**src/hw/rtl/lzhd_pkg.sv**
```systemverilog
`timescale 1ns / 1ps
`default_nettype none

package lzhd_pkg;

	localparam int DICT_AW = 12;
	localparam int POS_W = 32;

	localparam logic [1:0] MODE_PASS   = 2'd0;
	localparam logic [1:0] MODE_DIRECT = 2'd1;

	localparam logic [15:0] HASH_MULT = 16'h9E5F;

	typedef struct packed {
		logic [7:0] in_byte;
		logic       last_byte;
	} in_item_t;

	typedef struct packed {
		logic [7:0] out_byte;
		logic       run_last;
		logic       fault;
	} out_item_t;

	typedef struct packed {
		logic clr;
		logic take;
		logic f_lo;
		logic f_hi;
		logic m1;
		logic lit;
		logic m2;
		logic dict_rd;
		logic dict_cap;
		logic m_rd;
		logic m_xfer;
		logic post;
		logic h_rd;
		logic h_cap;
		logic h_mul;
		logic h_set;
		logic h_next;
		logic fin_set;
		logic restart;
		logic out_match;
	} lzhd_cmd_t;

	typedef struct packed {
		logic       clr_done;
		logic       flag0;
		logic       flag_last;
		logic [1:0] lit_run;
		logic       match_end;
		logic       last;
		logic       pass;
	} lzhd_sts_t;

	function automatic logic [7:0] default_char(input logic [4:0] i);
		logic [7:0] c;
		case (i)
			5'd0, 5'd10:  c = 8'h31;
			5'd1, 5'd11:  c = 8'h32;
			5'd2, 5'd12:  c = 8'h33;
			5'd3, 5'd13:  c = 8'h34;
			5'd4, 5'd14:  c = 8'h35;
			5'd5, 5'd15:  c = 8'h36;
			5'd6, 5'd16:  c = 8'h37;
			5'd7, 5'd17:  c = 8'h38;
			5'd8:         c = 8'h39;
			5'd9:         c = 8'h30;
			default:      c = 8'h30;
		endcase
		return c;
	endfunction

endpackage

`default_nettype wire

```
**src/hw/rtl/lzhd_ctrl.sv**
```systemverilog
`timescale 1ns / 1ps
`default_nettype none

module lzhd_ctrl import lzhd_pkg::*; (
	input  wire logic      clk,
	input  wire logic      arst_n,
	input  wire logic      in_valid,
	output logic           in_ready,
	output logic           out_valid,
	input  wire logic      out_ready,
	input  wire lzhd_sts_t st,
	output lzhd_cmd_t      cmd
);

	localparam logic [3:0] S_CLR  = 4'd0;
	localparam logic [3:0] S_IDLE = 4'd1;
	localparam logic [3:0] S_FIN  = 4'd2;
	localparam logic [3:0] S_PASS = 4'd3;
	localparam logic [3:0] S_LIT  = 4'd4;
	localparam logic [3:0] S_DRD  = 4'd5;
	localparam logic [3:0] S_DCAP = 4'd6;
	localparam logic [3:0] S_MRD  = 4'd7;
	localparam logic [3:0] S_MOUT = 4'd8;
	localparam logic [3:0] S_H0   = 4'd9;
	localparam logic [3:0] S_H1   = 4'd10;
	localparam logic [3:0] S_H2   = 4'd11;
	localparam logic [3:0] S_H3   = 4'd12;
	localparam logic [3:0] S_H4   = 4'd13;
	localparam logic [3:0] S_H5   = 4'd14;
	localparam logic [3:0] S_FSET = 4'd15;

	localparam logic [1:0] PH_FLAG_LO = 2'd0;
	localparam logic [1:0] PH_FLAG_HI = 2'd1;
	localparam logic [1:0] PH_TOKEN   = 2'd2;
	localparam logic [1:0] PH_MATCH2  = 2'd3;

	logic [3:0] state_q, state_d;
	logic [1:0] phase_q, phase_d;
	logic       lit_hash_q, lit_hash_d;
	logic       in_match_q, in_match_d;
	logic       jobs_q, jobs_d;

	always_comb begin
		cmd = '0;
		state_d = state_q;
		phase_d = phase_q;
		lit_hash_d = lit_hash_q;
		in_match_d = in_match_q;
		jobs_d = jobs_q;
		in_ready = 1'b0;
		out_valid = 1'b0;
		case (state_q)
			S_CLR: begin
				cmd.clr = 1'b1;
				if (st.clr_done) begin
					state_d = S_IDLE;
				end
			end
			S_IDLE: begin
				in_ready = 1'b1;
				if (in_valid) begin
					cmd.take = 1'b1;
					if (st.pass) begin
						state_d = S_PASS;
					end else begin
						case (phase_q)
							PH_FLAG_LO: begin
								cmd.f_lo = 1'b1;
								phase_d = PH_FLAG_HI;
								state_d = S_FIN;
							end
							PH_FLAG_HI: begin
								cmd.f_hi = 1'b1;
								phase_d = PH_TOKEN;
								state_d = S_FIN;
							end
							PH_TOKEN: begin
								if (st.flag0) begin
									cmd.m1 = 1'b1;
									phase_d = PH_MATCH2;
									state_d = S_FIN;
								end else begin
									cmd.lit = 1'b1;
									phase_d = st.flag_last ? PH_FLAG_LO : PH_TOKEN;
									lit_hash_d = (st.lit_run == 2'd2);
									in_match_d = 1'b0;
									jobs_d = 1'b0;
									state_d = S_LIT;
								end
							end
							default: begin
								cmd.m2 = 1'b1;
								phase_d = st.flag_last ? PH_FLAG_LO : PH_TOKEN;
								in_match_d = 1'b1;
								state_d = S_DRD;
							end
						endcase
					end
				end
			end
			S_PASS: begin
				out_valid = 1'b1;
				if (out_ready) begin
					state_d = S_FIN;
				end
			end
			S_LIT: begin
				out_valid = 1'b1;
				if (out_ready) begin
					state_d = lit_hash_q ? S_H0 : S_FIN;
				end
			end
			S_DRD: begin
				cmd.dict_rd = 1'b1;
				state_d = S_DCAP;
			end
			S_DCAP: begin
				cmd.dict_cap = 1'b1;
				state_d = S_MRD;
			end
			S_MRD: begin
				cmd.m_rd = 1'b1;
				state_d = S_MOUT;
			end
			S_MOUT: begin
				out_valid = 1'b1;
				cmd.out_match = 1'b1;
				if (out_ready) begin
					cmd.m_xfer = 1'b1;
					if (st.match_end) begin
						if (st.lit_run != 2'd0) begin
							cmd.post = 1'b1;
							jobs_d = (st.lit_run == 2'd2);
							state_d = S_H0;
						end else begin
							state_d = S_FSET;
						end
					end else begin
						state_d = S_MRD;
					end
				end
			end
			S_H0: begin
				cmd.h_rd = 1'b1;
				state_d = S_H1;
			end
			S_H1: begin
				cmd.h_rd = 1'b1;
				cmd.h_cap = 1'b1;
				state_d = S_H2;
			end
			S_H2: begin
				cmd.h_rd = 1'b1;
				cmd.h_cap = 1'b1;
				state_d = S_H3;
			end
			S_H3: begin
				cmd.h_cap = 1'b1;
				state_d = S_H4;
			end
			S_H4: begin
				cmd.h_mul = 1'b1;
				state_d = S_H5;
			end
			S_H5: begin
				cmd.h_set = 1'b1;
				if (jobs_q) begin
					cmd.h_next = 1'b1;
					jobs_d = 1'b0;
					state_d = S_H0;
				end else begin
					state_d = in_match_q ? S_FSET : S_FIN;
				end
			end
			S_FSET: begin
				cmd.fin_set = 1'b1;
				state_d = S_FIN;
			end
			default: begin
				if (st.last) begin
					cmd.restart = 1'b1;
					phase_d = PH_FLAG_LO;
					state_d = S_CLR;
				end else begin
					state_d = S_IDLE;
				end
			end
		endcase
	end

	always_ff @(posedge clk or negedge arst_n) begin
		if (!arst_n) begin
			state_q <= S_CLR;
			phase_q <= PH_FLAG_LO;
			lit_hash_q <= 1'b0;
			in_match_q <= 1'b0;
			jobs_q <= 1'b0;
		end else begin
			state_q <= state_d;
			phase_q <= phase_d;
			lit_hash_q <= lit_hash_d;
			in_match_q <= in_match_d;
			jobs_q <= jobs_d;
		end
	end

endmodule

`default_nettype wire

```
**config.mk**
```make
export PLATFORM = sky130hd
export DESIGN_NAME = lzhd_ctrl
export DESIGN_NICKNAME = d
export VERILOG_FILES = /design/src/hw/rtl/lzhd_pkg.sv /design/src/hw/rtl/lzhd_ctrl.sv
export SDC_FILE = /design/constraint.sdc
export NUM_CORES = 1
export LEC_CHECK = 0
export BUFFER_PORTS_ARGS = -buffer_cell sky130_fd_sc_hd__buf_4
export CAP_MARGIN = 10
export CORE_UTILIZATION = 53
export DETAILED_ROUTE_END_ITERATION = 12
export GPL_ROUTABILITY_DRIVEN = 0
export PLACE_DENSITY = 0.92
export SETUP_SLACK_MARGIN = 0.5
export SYNTH_ARGS = -nofsm -noshare
export SYNTH_HDL_FRONTEND = slang
export SYNTH_SLANG_ARGS = --single-unit
```
**constraint.sdc**
```tcl
create_clock -name clk -period 4.05 [get_ports clk]
set_input_delay 0.2025 -clock clk [delete_from_list [all_inputs] [get_ports clk]]
set_output_delay 0.2025 -clock clk [all_outputs]
set_load 0.05 [all_outputs]
```
==> metrics.md <==
| Metric | Value |
|---|---|
| Max-slew violation count | 0 |
| DRC viols | 0 |
| Final period demand of the worst path | 2.36 ns |
| Reg clk slew, reported paths | 0.06 ns |
| Aggregate global routing overflow | 0 |
| Relative slew slack | between 40 and 50% |
| Final worst path period share | about three fifths |
| Setup fix buffers added after clock tree synthesis | 0 |
| Power per cell area | slightly below 600 nW/um2 |
| Top cells by count, synth | 17 x nor2_1, 9 x dfrtp_1, 7 x buf_2, 7 x nand2b_1 |
| Via count normalized by instance count | around 6 |
| Syn_nets | approximately 140 |
| Status | completed |
| Via count of the first global-routing pass | ~820 |
| Number of warnings printed during yosys synthesis | 0 |
| Number of levels the H-tree was split into | 1 |
| Tightest Pin Transition | 0.861 ns |
| Beginning of the worst hold path | out_ready |
| Via count of the routed design | 1,072 |
| Gate count of the mapped netlist | 126 |
| Yosys top cell by area | dfrtp_1 |
| Worst-case clock skew | roughly 0.0020 ns |
| TritonCTS clock tree | yes |
| Tightest Hold Check Type | in -> reg |
| Multi-input gate area in the final layout | 659 um2 |
| Count of routing violations after the opening detailed-route iteration | 74 |
| Leading register cell type out of synthesis | dfrtp_1 |
| Post-synthesis average cell area | ~7.6 um2 |
| Wirelength per Cell | between 10 and 15 um |
| Power consumption | 729 uW |
| First-pass GRT wire length | slightly below 4 mm |
| Data arrival at the endpoint of the critical path | roughly 2.2 ns |
| Buffers from clock root to sink, at most | 2 |
| Kind of launch point of the worst setup path | register |
| Number of synthesized register bits | 9 |
| Skew-Pair Late Insertion Delay | roughly 0.27 ns |
| Summed negative setup slack over all endpoints | 0 ns |
| Max cap viols | 0 |
| Input/output buffers | 33 |
| Worst setup path startpoint | state_q[1] |
| Number of different library cells in the post-synthesis netlist | 47 |
| Final-report hold violation count | 0 |
| Initial antenna violation count | 0 |
| Leakage power total | around 0.00057 uW |
| Most area-consuming cells after synthesis | dfrtp_1 24%, nor2_1 6.7%, nand2b_1 4.6% |
| P&R area growth vs syn | 28.0% |
| Placeable core area | approximately 1600 um2 |
| Maximum fanout along the worst path | 30 |
| Fraction of layout instances using a drive strength above 1 | approximately 28% |
| Summed area of non-filler cells in the final layout | 1220 um2 |
| # setup viols final | 0 |
| Routed wire length | roughly 2.6 mm |
| Die span in y | 44.5 um |
| Sum of net half-perimeters after detailed placement | approximately 1.9 mm |
| Global Route Usage Sum | between 20% and 30% |
| Setup repair after global routing missed its margin | false |
| FF-to-FF Start | state_q[1] |
| Number of enable flip-flop cells after synthesis | 0 |
| TritonRoute pass-1 iters | 4 |
| Seq/Total Area, Yosys | between 20% and 30% |
| Initial core utilization | between 60% and 70% |
| CP Capture Type | primary output |
| Number of antenna repair diodes | 0 |
| Horizontal die dimension | roughly 44 um |
| Maximum number of pins on one net before global-route repair | 31 |
| FF/Latch Area | 225 um2 |
| Cell with the most instances after synthesis | nor2_1 |
| Fill count | 129 |
| FP Rows | 14 |
| Total Nets Final | 168 |
| Synth async-reset ratio | 100% |
| Area of the die | a little under 2000 um2 |
| Worst VDD drop | roughly 0.43 mV |
| Maximum clock frequency | 424 MHz |
| Ports | 34 |
| Remaining antenna violation count | 0 |
| Clock buffers created by TritonCTS | 3 |
| Mapped cell area | 957 um2 |
| Master cell of the clock root buffer | clkbuf_4 |
| Area share of the largest cell type after synthesis | between 20% and 30% |
| Category of the most critical setup path | reg -> out |
| CP required | 3.85 ns |
| Total cell area at the placement stage | about 1200 um2 |
| Number of clock sinks | 9 |
sequential cells by signal (all words and copies together) (netlist names):
signal      flops
state_q         4
lit_hash_q      1
jobs_q          1
phase_q         2
in_match_q      1
final timing paths:
path / to / slack [ns] / depth (start not counted)
setup / recovery: cmd[16] / 1.69 / 4
hold / removal: state_q[3] / 0.17 / 2
setup reg to reg: phase_q[1] / 2.04 / 4
hold reg to reg: lit_hash_q / 0.55 / 1
max in group asynchronous: state_q[1] / 3.61 / 2
min in group asynchronous: in_match_q / 0.29 / 2
where the power goes:
part           total (uW)  internal [uW]  switching [uW]
clock network        74.5           38.2            36.3
logic                 444            182             262
registers             211            115            95.7
total                 729            336             394
cells in the final DEF (no fill, tap or decap), types with 3 or more instances in the layout:
| cell | n |
|---|---|
| dfrtp_1 | 9 |
| o22ai_1 | 3 |
| nor3_1 | 6 |
| nor2_1 | 17 |
| buf_4 | 33 |
| nor2b_1 | 5 |
| inv_1 | 6 |
| nand3_1 | 5 |
| a21oi_1 | 4 |
| nand2_1 | 6 |
| o21ai_0 | 6 |
| and2_1 | 3 |
| nand2b_1 | 7 |
| clkbuf_4 | 3 |
cell families after synthesis:
kind of cell | Yosys count | share of synthesized area, %
compound gates | 30 | 22.5
mux | 4 | 4.44
buf+inv | 16 | 7.58
flops | 9 | 23.5
simple gates | 67 | 42.0
per-layer routing:
| layer | share of wire, % | vias to the layer above | global-route usage [%] |
|---|---|---|---|
| met5 | 0 | - | 0 |
| met4 | 1.0 | 0 | 7.27 |
| met3 | 9.2 | 3 | 6.12 |
| met2 | 46 | 61 | 46.2 |
| met1 | 43 | 487 | 37.5 |
| li1 | - | 521 | - |
stage by stage:
step	setup WS, ns	hold WS [ns]	std cells	utilization, %
2_1_floorplan	1.18	-0.0931	126	-
3_3_place_gp	2.09	0.0369	174	74.6
3_5_place_dp	2.03	0.0397	174	74.6
4_1_cts	1.72	0.165	179	76.8
5_1_grt	1.52	0.152	179	76.8
6_report	1.69	0.171	179	76.8
worst max-delay path, cell delays in order, from the launching register on:
cell and delay (ns):
dfrtp_1 0.69, nor4b_4 0.47, nand3b_2 0.19, nor3b_1 0.27
buf_4 0.25
layout make-up:
cell class	count	share of cell area, %
timing repair buffer	34	21.0
clock buffer	4	2.15
multi-input combinational	101	53.8
inverter	7	2.15
sequential	9	18.4
tap	24	2.45
repair_timing:
action	in CTS	in global routing
hold endpoints to repair	9	0
hold buffers	1	0
gates resized for setup	0	0
Power figures use the tool's default switching activity.
